### src/rtl/core/assert_macros.svh
// Shared assertion macros; clock aclk and reset aresetn are taken from the
// module that uses them.
`ifndef ASSERT_MACROS_SVH
`define ASSERT_MACROS_SVH

// Same-cycle implication, disabled while in reset.
`define PGF_ASSERT_IMP(lbl, ante, cons) \
    lbl: assert property (@(posedge aclk) disable iff (!aresetn) (ante) |-> (cons)) \
        else $error("implication check failed");

// Next-cycle implication, disabled while in reset.
`define PGF_ASSERT_NEXT(lbl, ante, cons) \
    lbl: assert property (@(posedge aclk) disable iff (!aresetn) (ante) |=> (cons)) \
        else $error("next-cycle check failed");

`endif

### src/rtl/core/pgf_pkg.sv
`default_nettype none

package pgf_pkg;

    localparam int IDX_W  = 6;
    localparam int SIZE_W = 7;
    localparam int FRAC_W = 6;

    localparam logic [SIZE_W-1:0] PALETTE_SIZE_RESET = 7'd64;

    // register index of the configuration port
    localparam logic REG_PALETTE_SIZE = 1'b0;

    typedef struct packed {
        logic load;
        logic div_step;
        logic div_fix;
        logic emit;
        logic reject;
    } dp_cmd_t;

    typedef struct packed {
        logic req_ok;
        logic div_last;
        logic out_free;
        logic last_entry;
    } dp_status_t;

endpackage

`default_nettype wire

### src/rtl/core/pgf_ctrl.sv
`default_nettype none

`include "assert_macros.svh"

module pgf_ctrl (
    input  logic                 aclk,
    input  logic                 aresetn,
    input  logic                 s_valid,
    output logic                 s_ready,
    input  pgf_pkg::dp_status_t  status,
    output pgf_pkg::dp_cmd_t     cmd
);

    localparam logic [2:0] ST_IDLE = 3'd0;
    localparam logic [2:0] ST_DIV  = 3'd1;
    localparam logic [2:0] ST_FIX  = 3'd2;
    localparam logic [2:0] ST_EMIT = 3'd3;
    localparam logic [2:0] ST_REJ  = 3'd4;

    logic [2:0] state_reg;
    logic [2:0] state_next;

    always_ff @(posedge aclk) begin
        if (!aresetn) begin
            state_reg <= ST_IDLE;
        end else begin
            state_reg <= state_next;
        end
    end

    always_comb begin
        cmd        = '0;
        state_next = state_reg;
        s_ready    = (state_reg == ST_IDLE);
        case (state_reg)
            ST_IDLE: begin
                if (s_valid) begin
                    cmd.load   = 1'b1;
                    state_next = status.req_ok ? ST_DIV : ST_REJ;
                end
            end
            ST_DIV: begin
                cmd.div_step = 1'b1;
                if (status.div_last) begin
                    state_next = ST_FIX;
                end
            end
            ST_FIX: begin
                cmd.div_fix = 1'b1;
                state_next  = ST_EMIT;
            end
            ST_EMIT: begin
                if (status.out_free) begin
                    cmd.emit = 1'b1;
                    if (status.last_entry) begin
                        state_next = ST_IDLE;
                    end
                end
            end
            ST_REJ: begin
                if (status.out_free) begin
                    cmd.reject = 1'b1;
                    state_next = ST_IDLE;
                end
            end
            default: begin
                state_next = ST_IDLE;
            end
        endcase
    end

    `PGF_ASSERT_NEXT(a_ramp_ends_idle, cmd.emit && status.last_entry, state_reg == ST_IDLE)
    `PGF_ASSERT_NEXT(a_bad_req_rejects, cmd.load && !status.req_ok, state_reg == ST_REJ)

endmodule

`default_nettype wire

### src/rtl/core/pgf_datapath.sv
`default_nettype none

`include "assert_macros.svh"

module pgf_datapath #(
    parameter int PALETTE_DEPTH = 64,
    parameter int CHANNEL_BITS  = 8
) (
    input  logic                            aclk,
    input  logic                            aresetn,
    input  logic [CHANNEL_BITS-1:0]         s_start_red,
    input  logic [CHANNEL_BITS-1:0]         s_start_green,
    input  logic [CHANNEL_BITS-1:0]         s_start_blue,
    input  logic [CHANNEL_BITS-1:0]         s_end_red,
    input  logic [CHANNEL_BITS-1:0]         s_end_green,
    input  logic [CHANNEL_BITS-1:0]         s_end_blue,
    input  logic [pgf_pkg::IDX_W-1:0]       s_start_index,
    input  logic [pgf_pkg::IDX_W-1:0]       s_end_index,
    input  logic [pgf_pkg::SIZE_W-1:0]      palette_size,
    input  pgf_pkg::dp_cmd_t                cmd,
    output pgf_pkg::dp_status_t             status,
    input  logic                            m_ready,
    output logic                            m_valid,
    output logic [pgf_pkg::IDX_W-1:0]       m_entry_index,
    output logic [CHANNEL_BITS-1:0]         m_entry_red,
    output logic [CHANNEL_BITS-1:0]         m_entry_green,
    output logic [CHANNEL_BITS-1:0]         m_entry_blue,
    output logic                            m_rejected,
    output logic                            m_last
);

    localparam int CB     = CHANNEL_BITS;
    localparam int IW     = pgf_pkg::IDX_W;
    localparam int SW     = pgf_pkg::SIZE_W;
    localparam int FW     = pgf_pkg::FRAC_W;
    localparam int CNT_W  = (CHANNEL_BITS > 1) ? $clog2(CHANNEL_BITS) : 1;

    logic [CB-1:0]    start_col [3];
    logic [CB-1:0]    end_col   [3];
    logic             ld_neg    [3];
    logic [CB-1:0]    ld_mag    [3];

    logic [SW-1:0]    eff_size;

    logic [IW-1:0]    base_idx_reg;
    logic [IW-1:0]    gap_reg;
    logic [IW-1:0]    off_reg;
    logic [CNT_W-1:0] cnt_reg;

    logic             neg_reg   [3];
    logic [CB-1:0]    dvd_reg   [3];
    logic [CB-1:0]    quo_reg   [3];
    logic [FW-1:0]    rem_reg   [3];
    logic [CB-1:0]    qd_reg    [3];
    logic [FW-1:0]    rd_reg    [3];
    logic [FW-1:0]    frac_reg  [3];
    logic [CB-1:0]    col_reg   [3];

    logic [FW:0]      trial     [3];
    logic             qbit      [3];
    logic [FW-1:0]    rem_next  [3];
    logic [FW:0]      fsum      [3];
    logic             carry     [3];
    logic [FW-1:0]    frac_next [3];
    logic [CB-1:0]    col_next  [3];

    logic             m_valid_reg;
    logic [IW-1:0]    m_index_reg;
    logic [CB-1:0]    m_col_reg [3];
    logic             m_rej_reg;
    logic             m_last_reg;

    assign start_col[0] = s_start_red;
    assign start_col[1] = s_start_green;
    assign start_col[2] = s_start_blue;
    assign end_col[0]   = s_end_red;
    assign end_col[1]   = s_end_green;
    assign end_col[2]   = s_end_blue;

    assign eff_size = (palette_size > SW'(PALETTE_DEPTH)) ? SW'(PALETTE_DEPTH) : palette_size;

    assign status.req_ok     = (s_start_index < s_end_index) && ({1'b0, s_end_index} < eff_size);
    assign status.div_last   = (cnt_reg == '0);
    assign status.out_free   = !m_valid_reg || m_ready;
    assign status.last_entry = (off_reg == gap_reg);

    // per-channel: load magnitude, one restoring divide step, one ramp step
    always_comb begin
        for (int k = 0; k < 3; k++) begin
            ld_neg[k]    = end_col[k] < start_col[k];
            ld_mag[k]    = ld_neg[k] ? (start_col[k] - end_col[k]) : (end_col[k] - start_col[k]);
            trial[k]     = {rem_reg[k], dvd_reg[k][CB-1]};
            qbit[k]      = trial[k] >= {1'b0, gap_reg};
            rem_next[k]  = qbit[k] ? FW'(trial[k] - {1'b0, gap_reg}) : trial[k][FW-1:0];
            fsum[k]      = {1'b0, frac_reg[k]} + {1'b0, rd_reg[k]};
            carry[k]     = fsum[k] >= {1'b0, gap_reg};
            frac_next[k] = carry[k] ? FW'(fsum[k] - {1'b0, gap_reg}) : fsum[k][FW-1:0];
            col_next[k]  = col_reg[k] + qd_reg[k] + CB'(carry[k]);
        end
    end

    always_ff @(posedge aclk) begin
        if (!aresetn) begin
            cnt_reg <= '0;
        end else if (cmd.load) begin
            cnt_reg <= CNT_W'(CHANNEL_BITS - 1);
        end else if (cmd.div_step && cnt_reg != '0) begin
            cnt_reg <= cnt_reg - CNT_W'(1);
        end
    end

    always_ff @(posedge aclk) begin
        if (cmd.load) begin
            base_idx_reg <= s_start_index;
            gap_reg      <= s_end_index - s_start_index;
            off_reg      <= '0;
            for (int k = 0; k < 3; k++) begin
                neg_reg[k]  <= ld_neg[k];
                dvd_reg[k]  <= ld_mag[k];
                quo_reg[k]  <= '0;
                rem_reg[k]  <= '0;
                frac_reg[k] <= '0;
                col_reg[k]  <= start_col[k];
            end
        end
        if (cmd.div_step) begin
            for (int k = 0; k < 3; k++) begin
                dvd_reg[k] <= dvd_reg[k] << 1;
                quo_reg[k] <= CB'({quo_reg[k], qbit[k]});
                rem_reg[k] <= rem_next[k];
            end
        end
        // turn the magnitude quotient into a floored signed step
        if (cmd.div_fix) begin
            for (int k = 0; k < 3; k++) begin
                if (!neg_reg[k]) begin
                    qd_reg[k] <= quo_reg[k];
                    rd_reg[k] <= rem_reg[k];
                end else if (rem_reg[k] == '0) begin
                    qd_reg[k] <= ~quo_reg[k] + CB'(1);
                    rd_reg[k] <= '0;
                end else begin
                    qd_reg[k] <= ~quo_reg[k];
                    rd_reg[k] <= FW'(gap_reg - rem_reg[k]);
                end
            end
        end
        if (cmd.emit) begin
            off_reg <= off_reg + IW'(1);
            for (int k = 0; k < 3; k++) begin
                frac_reg[k] <= frac_next[k];
                col_reg[k]  <= col_next[k];
            end
        end
    end

    always_ff @(posedge aclk) begin
        if (!aresetn) begin
            m_valid_reg <= 1'b0;
        end else if (cmd.emit || cmd.reject) begin
            m_valid_reg <= 1'b1;
        end else if (m_ready) begin
            m_valid_reg <= 1'b0;
        end
    end

    always_ff @(posedge aclk) begin
        if (cmd.emit) begin
            m_index_reg <= base_idx_reg + off_reg;
            for (int k = 0; k < 3; k++) begin
                m_col_reg[k] <= col_reg[k];
            end
            m_rej_reg   <= 1'b0;
            m_last_reg  <= status.last_entry;
        end else if (cmd.reject) begin
            m_index_reg <= '0;
            for (int k = 0; k < 3; k++) begin
                m_col_reg[k] <= '0;
            end
            m_rej_reg   <= 1'b1;
            m_last_reg  <= 1'b1;
        end
    end

    assign m_valid       = m_valid_reg;
    assign m_entry_index = m_index_reg;
    assign m_entry_red   = m_col_reg[0];
    assign m_entry_green = m_col_reg[1];
    assign m_entry_blue  = m_col_reg[2];
    assign m_rejected    = m_rej_reg;
    assign m_last        = m_last_reg;

    `PGF_ASSERT_IMP(a_reject_shape, m_valid_reg && m_rej_reg, m_last_reg && m_index_reg == '0)
    `PGF_ASSERT_NEXT(a_emit_lands, cmd.emit || cmd.reject, m_valid_reg)

endmodule

`default_nettype wire

### src/rtl/core/palette_gradient_fill_unit.sv
`default_nettype none

// Channel   Direction  Handshake          Carries
// s_*       in         s_valid / s_ready  two colours, start and end index
// m_*       out        m_valid / m_ready  one palette entry, rejected, last
// APB       in         psel/penable       palette_size register at 0x0
//
// Accept a request only in idle; a rejected request waits in the reject state
// for a free output register, then raises its single item and frees the input.
// A valid ramp divides the colour differences by the gap, CHANNEL_BITS quotient
// bits per channel (one quotient bit per cycle, three channels side by side),
// then fixes the sign and emits one entry per cycle while the output is free.
// Stalls on m_ready hold the ramp in place; reset sets palette_size to 64.

module palette_gradient_fill_unit #(
    parameter int PALETTE_DEPTH = 64,
    parameter int CHANNEL_BITS  = 8
) (
    input  logic                            aclk,
    input  logic                            aresetn,
    // configuration port
    input  logic                            psel,
    input  logic                            penable,
    input  logic                            pwrite,
    input  logic [2:0]                      paddr,
    input  logic [31:0]                     pwdata,
    output logic [31:0]                     prdata,
    output logic                            pready,
    // request channel
    input  logic                            s_valid,
    output logic                            s_ready,
    input  logic [CHANNEL_BITS-1:0]         s_start_red,
    input  logic [CHANNEL_BITS-1:0]         s_start_green,
    input  logic [CHANNEL_BITS-1:0]         s_start_blue,
    input  logic [CHANNEL_BITS-1:0]         s_end_red,
    input  logic [CHANNEL_BITS-1:0]         s_end_green,
    input  logic [CHANNEL_BITS-1:0]         s_end_blue,
    input  logic [pgf_pkg::IDX_W-1:0]       s_start_index,
    input  logic [pgf_pkg::IDX_W-1:0]       s_end_index,
    // palette entry channel
    output logic                            m_valid,
    input  logic                            m_ready,
    output logic [pgf_pkg::IDX_W-1:0]       m_entry_index,
    output logic [CHANNEL_BITS-1:0]         m_entry_red,
    output logic [CHANNEL_BITS-1:0]         m_entry_green,
    output logic [CHANNEL_BITS-1:0]         m_entry_blue,
    output logic                            m_rejected,
    output logic                            m_last
);

    logic [pgf_pkg::SIZE_W-1:0] palette_size_reg;
    logic                       cfg_write;
    logic                       sel_size;

    pgf_pkg::dp_cmd_t           cmd;
    pgf_pkg::dp_status_t        status;

    // Register index is the word address; byte offset bits are ignored.
    assign sel_size  = (paddr[2] == pgf_pkg::REG_PALETTE_SIZE);
    assign cfg_write = psel && penable && pwrite;
    assign pready    = 1'b1;

    // Hold palette_size; writes to any other word are dropped.
    always_ff @(posedge aclk) begin
        if (!aresetn) begin
            palette_size_reg <= pgf_pkg::PALETTE_SIZE_RESET;
        end else if (cfg_write && sel_size) begin
            palette_size_reg <= pwdata[pgf_pkg::SIZE_W-1:0];
        end
    end

    assign prdata = sel_size ? {{(32 - pgf_pkg::SIZE_W){1'b0}}, palette_size_reg} : '0;

    // Sequencer: idle, divide, sign fix, emit ramp or reject.
    pgf_ctrl u_ctrl (
        .aclk    (aclk),
        .aresetn (aresetn),
        .s_valid (s_valid),
        .s_ready (s_ready),
        .status  (status),
        .cmd     (cmd)
    );

    // Dividers, ramp accumulators and the output register.
    pgf_datapath #(
        .PALETTE_DEPTH (PALETTE_DEPTH),
        .CHANNEL_BITS  (CHANNEL_BITS)
    ) u_datapath (
        .aclk          (aclk),
        .aresetn       (aresetn),
        .s_start_red   (s_start_red),
        .s_start_green (s_start_green),
        .s_start_blue  (s_start_blue),
        .s_end_red     (s_end_red),
        .s_end_green   (s_end_green),
        .s_end_blue    (s_end_blue),
        .s_start_index (s_start_index),
        .s_end_index   (s_end_index),
        .palette_size  (palette_size_reg),
        .cmd           (cmd),
        .status        (status),
        .m_ready       (m_ready),
        .m_valid       (m_valid),
        .m_entry_index (m_entry_index),
        .m_entry_red   (m_entry_red),
        .m_entry_green (m_entry_green),
        .m_entry_blue  (m_entry_blue),
        .m_rejected    (m_rejected),
        .m_last        (m_last)
    );

endmodule

`default_nettype wire

### config.mk
export PLATFORM = sky130hd
export DESIGN_NAME = palette_gradient_fill_unit
export DESIGN_NICKNAME = d
export VERILOG_FILES = /design/src/rtl/core/pgf_pkg.sv /design/src/rtl/core/pgf_ctrl.sv /design/src/rtl/core/pgf_datapath.sv /design/src/rtl/core/palette_gradient_fill_unit.sv
export VERILOG_INCLUDE_DIRS = /design/src /design/src/rtl/core
export SDC_FILE = /design/constraint.sdc
export NUM_CORES = 1
export LEC_CHECK = 0
export ABC_AREA = 1
export BUFFER_PORTS_ARGS = -buffer_cell sky130_fd_sc_hd__buf_2
export CAP_MARGIN = 20
export CORE_MARGIN = 5
export CORE_UTILIZATION = 45
export CTS_CLUSTER_SIZE = 10
export DETAILED_ROUTE_END_ITERATION = 16
export REMOVE_ABC_BUFFERS = 1
export SETUP_SLACK_MARGIN = 0.02
export SYNTH_ARGS = -nofsm -noshare
export SYNTH_HDL_FRONTEND = slang
export SYNTH_SLANG_ARGS = --single-unit
### constraint.sdc
create_clock -name aclk -period 5 [get_ports aclk]
set_input_delay 1.5 -clock aclk [delete_from_list [all_inputs] [get_ports aclk]]
set_output_delay 1.5 -clock aclk [all_outputs]
set_load 0.01 [all_outputs]
Yosys cells after proc, flatten, opt, wreduce, memory -nomap -nowiden
Memories as Yosys holds them, arrays and structs flattened.
Index checks and enable logic that the tools add are counted.
- bits in writable memories: 177
- memories: 9
- bits in registers: 40
- memory list (name ; words ; bits a word ; read ports ; clocked after Yosys merged registers in ; write ports ; line ; text):
    u_datapath.col_reg ; 3 ; 8 ; 3 ; 0 ; 3 ; pgf_datapath.sv:57 ; logic [CB-1:0] col_reg [3];
    u_datapath.dvd_reg ; 3 ; 8 ; 3 ; 0 ; 3 ; pgf_datapath.sv:51 ; logic [CB-1:0] dvd_reg [3];
    u_datapath.m_col_reg ; 3 ; 8 ; 3 ; 0 ; 3 ; pgf_datapath.sv:69 ; logic [CB-1:0] m_col_reg [3];
    u_datapath.qd_reg ; 3 ; 8 ; 3 ; 0 ; 3 ; pgf_datapath.sv:54 ; logic [CB-1:0] qd_reg [3];
    u_datapath.quo_reg ; 3 ; 8 ; 3 ; 0 ; 3 ; pgf_datapath.sv:52 ; logic [CB-1:0] quo_reg [3];
    u_datapath.frac_reg ; 3 ; 6 ; 3 ; 0 ; 3 ; pgf_datapath.sv:56 ; logic [FW-1:0] frac_reg [3];
    +3 memories ; - ; - ; - ; - ; - ; - ;
- add/subtract/negate cells: 31
- muxes and demuxes: 107
- eq/ne operators: 10
- reduce and logical (&&, ||, !) cells: 19
- bitwise operators: 34
- order comparisons: 12
- operators by type and width (cell ; count):
    $mux W8 ; 21
    $mux W6 ; 22
    $sub A6 B6 Y6 ; 10
    $mux W1 ; 53
    $sub A8 B8 Y8 ; 6
    $ge A7 B6 Y1 ; 6
    $or A1 B1 Y1 ; 30
    $add A8 B1 Y8 ; 3
    $add A8 B1 Y8 const B ; 3
    $add A8 B8 Y8 ; 3
    $lt A8 B8 Y1 ; 3
    $mux W3 ; 8
    $not A8 Y8 ; 3
    $add A6 B6 Y7 ; 3
    $logic_not A6 Y1 ; 3
    $pmux W3 S5 ; 1
    $mux W7 ; 2
    $ne A2 B2 Y1 const B ; 5
    $reduce_bool A2 Y1 ; 4
    $gt A7 B7 Y1 const B ; 1
    $lt A6 B7 Y1 ; 1
    $add A6 B1 Y6 const B ; 1
    $add A6 B6 Y6 ; 1
    $eq A3 B2 Y1 const B ; 2
    12 further kinds ; 18

Longest topological paths before layout
Gate-level depths: netlist of run 1.
- word-level depth: 8
- depth in mapped cells: 24
- depth with buffers taken out: 24

Cells and area by module
From an unflattened synthesis of run 1, not the netlist that was laid out.
- cells, all modules: 2067
- area, all modules: 16565.9 um^2
- modules (own cells, without submodules) (module ; area an instance (um^2) ; instances ; cells an instance):
    pgf_datapath ; 15678.8 ; 1 ; 1927
    palette_gradient_fill_unit ; 600.6 ; 1 ; 90
    pgf_ctrl ; 286.5 ; 1 ; 50

Worst setup path before layout of run 1
No wires, ideal clock.
- kind: flip-flop to flip-flop
- start: memory u_datapath.frac_reg[0][12] (netlist bit)
- end: memory u_datapath.col_reg[0][22] (netlist bit) (data pin)
- cell stages (with the launch flop): 24
- data arrival time: 3.665 ns
- buffers on the path: 0
- setup time: 0.260 ns
- required time: 4.740 ns
- path slack: 1.074 ns
- clock period less this slack: 3.926 ns
- cells stage by stage: edfxtp_1 ha_1 fa_1 nand3_1 nand2_1 xnor2_1 inv_1 ha_1 nand2_1 o21bai_1 nand3_1 o21ai_0 nand2_2 inv_1 fa_1 fa_1 o21ai_0 nand2_1 nand2_1 nand2_1 nand2_1 nand2_1 nand3_1 o21ai_0
- RTL lines (element ; line):
    from (decl) ; pgf_datapath.sv:56
    to (decl) ; pgf_datapath.sv:57

==> results of run 1 <==
area by class of cell:
cell class | instances | area, um2
well taps | 455 | 569
clock buffers | 33 | 741
multi-input cells | 1347 | 8030
inverters | 299 | 1120
flip-flops and latches | 217 | 6370
clock inverters | 11 | 97.6
repair buffers | 129 | 693
fillers | 3281 | 17000
metrics by stage:
| stage | instances | total power [uW] | hold slack [ns] | cell area [um2] | setup slack, ns |
|---|---|---|---|---|---|
| 2_1_floorplan | 1863 | 7670 | 0.444 | 15500 | 0.931 |
| 3_3_place_gp | 2447 | 9000 | 0.455 | 16800 | 0.641 |
| 3_5_place_dp | 2447 | 9130 | 0.453 | 16800 | 0.590 |
| 4_1_cts | 2491 | 11100 | 0.467 | 17600 | 0.570 |
| 5_1_grt | 2491 | 12000 | 0.482 | 17600 | 0.244 |
| 6_report | 2491 | 11000 | 0.461 | 17600 | 0.566 |
routing by layer:
metal / share of wire [%] / wire [um]
met1: 46 / 16400
met2: 48 / 17200
met3: 4.4 / 1590
met4: 1.8 / 648
met5: 0 / 0
worst paths after layout:
check	slack [ns]	endpoint	start	cells past startpoint
max reg2reg	0.57	u_datapath.col_reg[0][22]$_DFFE_PP_	u_datapath.frac_reg[0][12]$_SDFFCE_PN0P_	24
min reg2reg	0.46	u_datapath.m_rejected$_SDFFE_PP0P_	u_datapath.m_rejected$_SDFFE_PP0P_	1
min	0.46	u_datapath.m_rejected$_SDFFE_PP0P_	u_datapath.m_rejected$_SDFFE_PP0P_	1
max	0.57	u_datapath.col_reg[0][22]$_DFFE_PP_	u_datapath.frac_reg[0][12]$_SDFFCE_PN0P_	24
worst max-delay path: cells and delay by family (launching register included):
kind                       cells  cell delay, ns
adders and majority gates      5            1.85
and+or+nand+nor               13            1.13
AOI/OAI and AO/OA              3            0.47
DFF                            1            0.37
buffers and inverters          2            0.21
xor gates and xnor gates       1            0.14
cells by family (layout without fill, tap and decap cells):
group | count (synthesis) | in the layout | synth area share [%]
AND/OR/NAND/NOR | 795 | 795 | 20.8
XOR/XNOR | 90 | 90 | 4.99
adder cells (fa/ha/maj) | 180 | 180 | 15.5
flip-flops | 217 | 217 | 40.3
buffers and inverters | 364 | 472 | 9.50
AO/OA/AOI/OAI | 256 | 256 | 8.87
other | 2 | 26 | 0.0475
cell usage after synthesis (4+ instances only):
| cell type | n |
|---|---|
| inv_1 | 287 |
| o21ai_0 | 75 |
| a31oi_1 | 14 |
| edfxtp_1 | 202 |
| inv_2 | 11 |
| o21ai_1 | 8 |
| o21a_1 | 11 |
| nand4_1 | 19 |
| nor3_1 | 10 |
| or2_2 | 15 |
| o211ai_1 | 4 |
| ha_1 | 154 |
| nand3_1 | 74 |
| dfxtp_1 | 15 |
| a21oi_1 | 117 |
| nand2_2 | 5 |
| buf_4 | 29 |
| buf_2 | 14 |
| xor2_1 | 61 |
| clkbuf_1 | 18 |
| xnor2_1 | 29 |
| fa_1 | 26 |
| nand2_1 | 489 |
| nand3b_1 | 10 |
| o22ai_1 | 11 |
| nor2_1 | 163 |
power by group:
group          switching, uW  internal (uW)
Combinational           3660           2100
Clock                    755           1140
Sequential               374           2960
==> tab_implementation.tex, run 1 <==
\begin{tabular}{lr}
\hline
Metric & Value \\
\hline
\multicolumn{2}{l}{\textbf{Status}} \\
\quad Result of the run & complete, no violations \\
\multicolumn{2}{l}{\textbf{Critical path}} \\
\quad Largest stage delay on the critical path & 0.43 ns \\
\quad Required time at the worst-slack endpoint & 5.27 ns \\
\quad Crit end category & flip-flop \\
\quad Slowest cell on crit path & fa\_1 \\
\quad Worst path cell trace & ha\_1, fa\_1, nand3\_1, nand2\_1, xnor2\_1, inv\_1, ha\_1, nand2\_1, nor2\_1, nand2\_1, nand3\_1, o21ai\_0, nand2\_2, inv\_1, fa\_1, fa\_1, o21ai\_0, nand2\_1, nand2\_1, nand2\_1, nand2\_1, nand2\_1, nand3\_1, o21ai\_0 \\
\quad Highest fanout seen on the critical path & 9 \\
\quad Cell repeated most along the worst path & nand2\_1 \\
\quad Kind of launch point of the worst setup path & flip-flop \\
\quad Crit Path Category & flip-flop to flip-flop \\
\quad Worst EP arrival & 4.71 ns \\
\multicolumn{2}{l}{\textbf{Floorplan}} \\
\quad Die ar. & 39,000 um2 \\
\quad Core footprint & 34,600 um2 \\
\quad Initial core utilization & 45.6\% \\
\quad Die span in y & 197 um \\
\quad Width of the die & 197 um \\
\quad Number of core rows & 68 \\
\quad IO Count & 169 \\
\multicolumn{2}{l}{\textbf{Logic synthesis}} \\
\quad Cell taking the most area after synthesis & edfxtp\_1 \\
\quad Post-Syn Area per Cell & 8.30 um2 \\
\quad Fraction of post-synthesis cell area in the top cell type by area & 38.4\% \\
\quad Post-synth design cell area & 15,800 um2 \\
\quad Ys flop type & edfxtp\_1 \\
\quad Ranking of synthesized cells by area & edfxtp\_1, ha\_1, nand2\_1 \\
\quad Yosys cell types & 47 \\
\quad Number of enable-type register cells in the synthesized netlist & 202 \\
\quad Instance count of the mapped netlist & 1,904 \\
\quad Sequential share of the synthesized area & 40.3\% \\
\quad YS warnings & 0 \\
\quad Share of flip-flops with an asynchronous set or reset & 0\% \\
\quad Number of register bits inferred by synthesis & 217 \\
\multicolumn{2}{l}{\textbf{Routing}} \\
\quad Post-DRT Antenna Nets & 0 \\
\quad Post-DR vias/cell & 4.99 \\
\quad First drt pass iteration count & 5 \\
\quad Wire per inst & 14.4 um \\
\quad Remaining DRCs & 0 \\
\quad DR vias & 12,400 \\
\quad Routed wire length & 35,900 um \\
\quad DR iter-0 viols & 567 \\
\multicolumn{2}{l}{\textbf{GRT}} \\
\quad Final global-route overflow total & 0 \\
\quad Maximum number of pins on one net before global-route repair & 56 \\
\quad Number of global-route vias before repair & 12,200 \\
\quad GR Util met1 & 24.3\% \\
\quad Number of antenna violations at the first check in global routing & 0 \\
\quad Global-route total usage across every layer & 18.1\% \\
\quad GR met3 Demand/Resource & 2.30\% \\
\quad Wire length of the first global-routing pass & 58,800 um \\
\quad Routing layer with the top usage in global route & met2 \\
\quad Met2 track demand over resource & 31.7\% \\
\multicolumn{2}{l}{\textbf{CTS}} \\
\quad Insertion delay of the later-clocked pin in the worst-skew pair & 0.54 ns \\
\quad Root Driver & clkbuf\_16 \\
\quad TritonCTS sink count & 217 \\
\quad Setup repair bufs after CTS & 0 \\
\quad Clock buffers created by TritonCTS & 28 \\
\quad Number of buffers added to fix hold violations after cts & 0 \\
\quad Clock tree from TritonCTS & yes \\
\quad Clock-pin slew on the worst setup and hold paths & 0.06 ns \\
\quad Deepest clock path buffer count & 3 \\
\quad H-Tree Level Count & 1 \\
\quad Total of cells resized after clock tree synthesis & 0 \\
\multicolumn{2}{l}{\textbf{Worst hold path}} \\
\quad Min-delay worst type & flip-flop to flip-flop \\
\multicolumn{2}{l}{\textbf{Timing}} \\
\quad Number of hold-slack violations in the final timing report & 0 \\
\quad RSZ-0062 raised after global routing & false \\
\quad Maximum operating frequency & 0.226 GHz \\
\quad Final worst-path cycle share & 88.7\% \\
\quad Final number of max-transition violations & 0 \\
\quad Final setup violation count & 0 \\
\quad Worst slew margin & 34.4\% \\
\quad Setup TNS & 0 ns \\
\quad Final critical delay including setup and external delays & 4.43 ns \\
\quad Transition time of the tightest slew-check pin & 0.983 ns \\
\quad Maximum clock skew at final layout & 0.0125 ns \\
\multicolumn{2}{l}{\textbf{Job}} \\
\quad Max-capacitance violation count & 0 \\
\multicolumn{2}{l}{\textbf{Final layout}} \\
\quad Most common cell after layout, fill and taps aside & nand2\_1 \\
\quad Share of the core filled with cells in the final layout & 50.9\% \\
\quad Area Growth Syn to Fin & 11.5\% \\
\quad Net count reported at finish & 2,304 \\
\quad \# diodes & 0 \\
\quad Most frequent cells in the layout & nand2\_1, inv\_1, edfxtp\_1 \\
\quad Ratio of cells with drive above 1 in the final layout & 10.1\% \\
\multicolumn{2}{l}{\textbf{Placement}} \\
\quad Placed wire-length estimate after detailed placement & 26,800 um \\
\quad Input/output buffers & 115 \\
\quad Final weighted congestion in routability-driven placement & 0.871 \\
\multicolumn{2}{l}{\textbf{Power}} \\
\quad Pwr/cell area & 623 nW/um2 \\
\quad Worst IR Drop VDD & 0.502 mV \\
\quad Static leakage power & 0.00853 uW \\
\hline
\end{tabular}
(Power assumes the default switching activity.)
==> inputs of run 2 (changes only) <==
Settings changed: MAX_ROUTING_LAYER set to met4.
==> run 2 against run 1 <==
Net effect:
- clock power shrank 8%
- fmax shrank 0.51%
- flip-flop and latch count is the same
- critical path depth is the same
- register-to-register slack lost 0.02 ns
- global-route usage grew 0.52 points
- count of clock-buffer cells in the layout grew 7
- sequential share of layout area grew 0.20 points
- clock skew grew 0.014 ns
- die area is the same
- cell count is the same
- critical path type unchanged
- largest cell class unchanged
==> tab_implementation.tex, run 2 (same netlist as run 1, synthesis figures left out) <==
\begin{tabular}{lr}
\hline
Metric & Value \\
\hline
\multicolumn{2}{l}{\textbf{Status}} \\
\quad Result of the run & complete, no violations \\
\multicolumn{2}{l}{\textbf{Routing}} \\
\quad Post-DR vias/cell & 4.95 \\
\quad Highest routing layer actually used & met4 \\
\quad DR WL met2 & 17,100 um \\
\quad Wire per inst & 14.3 um \\
\quad Length of routed wiring on met1 & 16,500 um \\
\quad First drt pass iteration count & 5 \\
\quad Remaining DRCs & 0 \\
\quad Met3 WL post-DR & 1330 um \\
\quad DR iter-0 viols & 669 \\
\quad Routed wire length & 35,700 um \\
\quad Post-DRT Antenna Nets & 0 \\
\quad DR vias & 12,300 \\
\multicolumn{2}{l}{\textbf{Placement}} \\
\quad Input/output buffers & 115 \\
\quad Final weighted congestion in routability-driven placement & 0.898 \\
\quad Placed wire-length estimate after detailed placement & 26,800 um \\
\multicolumn{2}{l}{\textbf{Timing}} \\
\quad Transition time of the tightest slew-check pin & 0.977 ns \\
\quad Final worst-path cycle share & 89.1\% \\
\quad Final setup violation count & 0 \\
\quad Worst slew margin & 34.9\% \\
\quad Maximum clock skew at final layout & 0.0267 ns \\
\quad Setup TNS & 0 ns \\
\quad Final critical delay including setup and external delays & 4.46 ns \\
\quad Number of hold-slack violations in the final timing report & 0 \\
\quad RSZ-0062 raised after global routing & false \\
\quad Maximum operating frequency & 0.224 GHz \\
\quad Final number of max-transition violations & 0 \\
\multicolumn{2}{l}{\textbf{Power}} \\
\quad Pwr/cell area & 617 nW/um2 \\
\quad Static leakage power & 0.00849 uW \\
\quad Worst IR Drop VDD & 0.302 mV \\
\multicolumn{2}{l}{\textbf{Critical path}} \\
\quad Slowest cell on crit path & fa\_1 \\
\quad Worst reg2reg startpoint & u\_datapath.frac\_reg[0][12]\$\_SDFFCE\_PN0P\_ \\
\quad Critical path launch point & u\_datapath.frac\_reg[0][12]\$\_SDFFCE\_PN0P\_ \\
\quad Endpoint of the worst-slack reg-to-reg timing path & u\_datapath.col\_reg[0][22]\$\_DFFE\_PP\_ \\
\quad Highest fanout seen on the critical path & 9 \\
\quad Crit Path Category & flip-flop to flip-flop \\
\quad Kind of launch point of the worst setup path & flip-flop \\
\quad Largest stage delay on the critical path & 0.43 ns \\
\quad Crit end category & flip-flop \\
\quad Worst path cell trace & ha\_1, fa\_1, nand3\_1, nand2\_1, xnor2\_1, inv\_1, ha\_1, nand2\_1, nor2\_1, nand2\_1, nand3\_1, o21ai\_0, nand2\_2, inv\_1, fa\_1, fa\_1, o21ai\_0, nand2\_1, nand2\_1, nand2\_1, nand2\_1, nand2\_1, nand3\_1, o21ai\_0 \\
\quad Cell repeated most along the worst path & nand2\_1 \\
\quad Worst EP arrival & 4.71 ns \\
\quad Number of cells on the worst reg-to-reg path & 24 \\
\quad Setup slack, reg-to-reg & 0.54 ns \\
\quad Required time at the worst-slack endpoint & 5.25 ns \\
\multicolumn{2}{l}{\textbf{Worst hold path}} \\
\quad Instance count along the most critical hold path & 2 \\
\quad Launch instance of the worst min-delay path & palette\_size\_reg[1]\$\_SDFFE\_PN0P\_ \\
\quad Hold Path End & palette\_size\_reg[1]\$\_SDFFE\_PN0P\_ \\
\quad Min-delay worst type & flip-flop to flip-flop \\
\multicolumn{2}{l}{\textbf{Floorplan}} \\
\quad IO Count & 169 \\
\quad Die ar. & 39,000 um2 \\
\quad Number of core rows & 68 \\
\quad Width of the die & 197 um \\
\quad Core footprint & 34,600 um2 \\
\quad Initial core utilization & 45.6\% \\
\quad Die span in y & 197 um \\
\multicolumn{2}{l}{\textbf{CTS}} \\
\quad Clock-pin slew on the worst setup and hold paths & 0.06 ns \\
\quad TritonCTS sink count & 217 \\
\quad Number of buffers added to fix hold violations after cts & 0 \\
\quad H-Tree Level Count & 1 \\
\quad Total of cells resized after clock tree synthesis & 0 \\
\quad Deepest clock path buffer count & 3 \\
\quad Insertion delay of the later-clocked pin in the worst-skew pair & 0.54 ns \\
\quad Clock tree from TritonCTS & yes \\
\quad Setup repair bufs after CTS & 0 \\
\quad Root Driver & clkbuf\_16 \\
\quad Clock buffers created by TritonCTS & 27 \\
\multicolumn{2}{l}{\textbf{Final layout}} \\
\quad Most frequent cells in the layout & nand2\_1, inv\_1, edfxtp\_1 \\
\quad Ratio of cells with drive above 1 in the final layout & 9.97\% \\
\quad Most common cell after layout, fill and taps aside & nand2\_1 \\
\quad Share of the core filled with cells in the final layout & 50.6\% \\
\quad \# diodes & 0 \\
\quad Layout filler cell count & 3,342 \\
\quad Net count reported at finish & 2,301 \\
\quad Area Growth Syn to Fin & 10.9\% \\
\multicolumn{2}{l}{\textbf{Job}} \\
\quad Max-capacitance violation count & 0 \\
\multicolumn{2}{l}{\textbf{GRT}} \\
\quad Wire length of the first global-routing pass & 58,700 um \\
\quad Number of global-route vias before repair & 12,100 \\
\quad Final global-route overflow total & 0 \\
\quad Number of antenna violations at the first check in global routing & 0 \\
\quad Global-route total usage across every layer & 18.7\% \\
\quad Maximum number of pins on one net before global-route repair & 59 \\
\hline
\end{tabular}
## run 2: cell types whose count changed in the layout (fill, tap and decap cells not counted), sizes merged
cell    previous run  this run
clkinv             9         5
inv              298       299
buf              129       127
bufinv             2         0
clkbuf            33        40
## run 2: per-layer routing
metal | global-route usage [%] | vias to the layer above
met5 | - | -
met4 | 4.01 | 0
met3 | 2.20 | 55
met2 | 31.6 | 211
met1 | 24.3 | 5671
li1 | - | 6391
## run 2: metrics by stage
stage	area (um2)	hold WS, ns	total power [uW]	instances	setup slack, ns
2_1_floorplan	15500	0.444	7670	1863	0.931
6_report	17500	0.467	10800	2491	0.544
3_3_place_gp	16800	0.447	8980	2445	0.644
5_1_grt	17500	0.495	11900	2491	0.204
3_5_place_dp	16800	0.463	9100	2445	0.573
4_1_cts	17500	0.473	10900	2491	0.525
## run 2: worst max path at each step
stage,end,cells after the start
after floorplan,u_datapath.col_reg[0][0]$_DFFE_PP_,5
after global placement,u_datapath.col_reg[0][22]$_DFFE_PP_,24
after detailed placement,u_datapath.col_reg[0][22]$_DFFE_PP_,24
after CTS,u_datapath.col_reg[0][22]$_DFFE_PP_,23
after global routing,u_datapath.col_reg[0][22]$_DFFE_PP_,24
final,u_datapath.col_reg[0][22]$_DFFE_PP_,24
## run 2: final cells by class
class | count | area [um2] | area share (%)
well taps | 455 | 569 | 3.25
flip-flops and latches | 217 | 6370 | 36.3
repair buffers | 127 | 666 | 3.80
multi-input cells | 1347 | 8030 | 45.8
clock inverters | 6 | 33.8 | 0.193
inverters | 299 | 1120 | 6.40
clock buffers | 40 | 734 | 4.19
## run 2: where the power goes
group / switching (uW) / total, uW / leakage (uW) / internal, uW
combinational: 3660 / 5740 / 0.00606 / 2080
sequential: 380 / 3340 / 0.00206 / 2960
clock: 730 / 1740 / 0.000370 / 1010
total: 4770 / 10800 / 0.00849 / 6040
## run 2: critical path, delay by kind of cell (launching register included)
kind	cells	cell delay [ns]
AO/OA/AOI/OAI	3	0.50
XOR/XNOR	1	0.15
adder cells (fa/ha/maj)	5	1.84
buffers and inverters	2	0.20
flip-flops	1	0.36
AND/OR/NAND/NOR	13	1.11
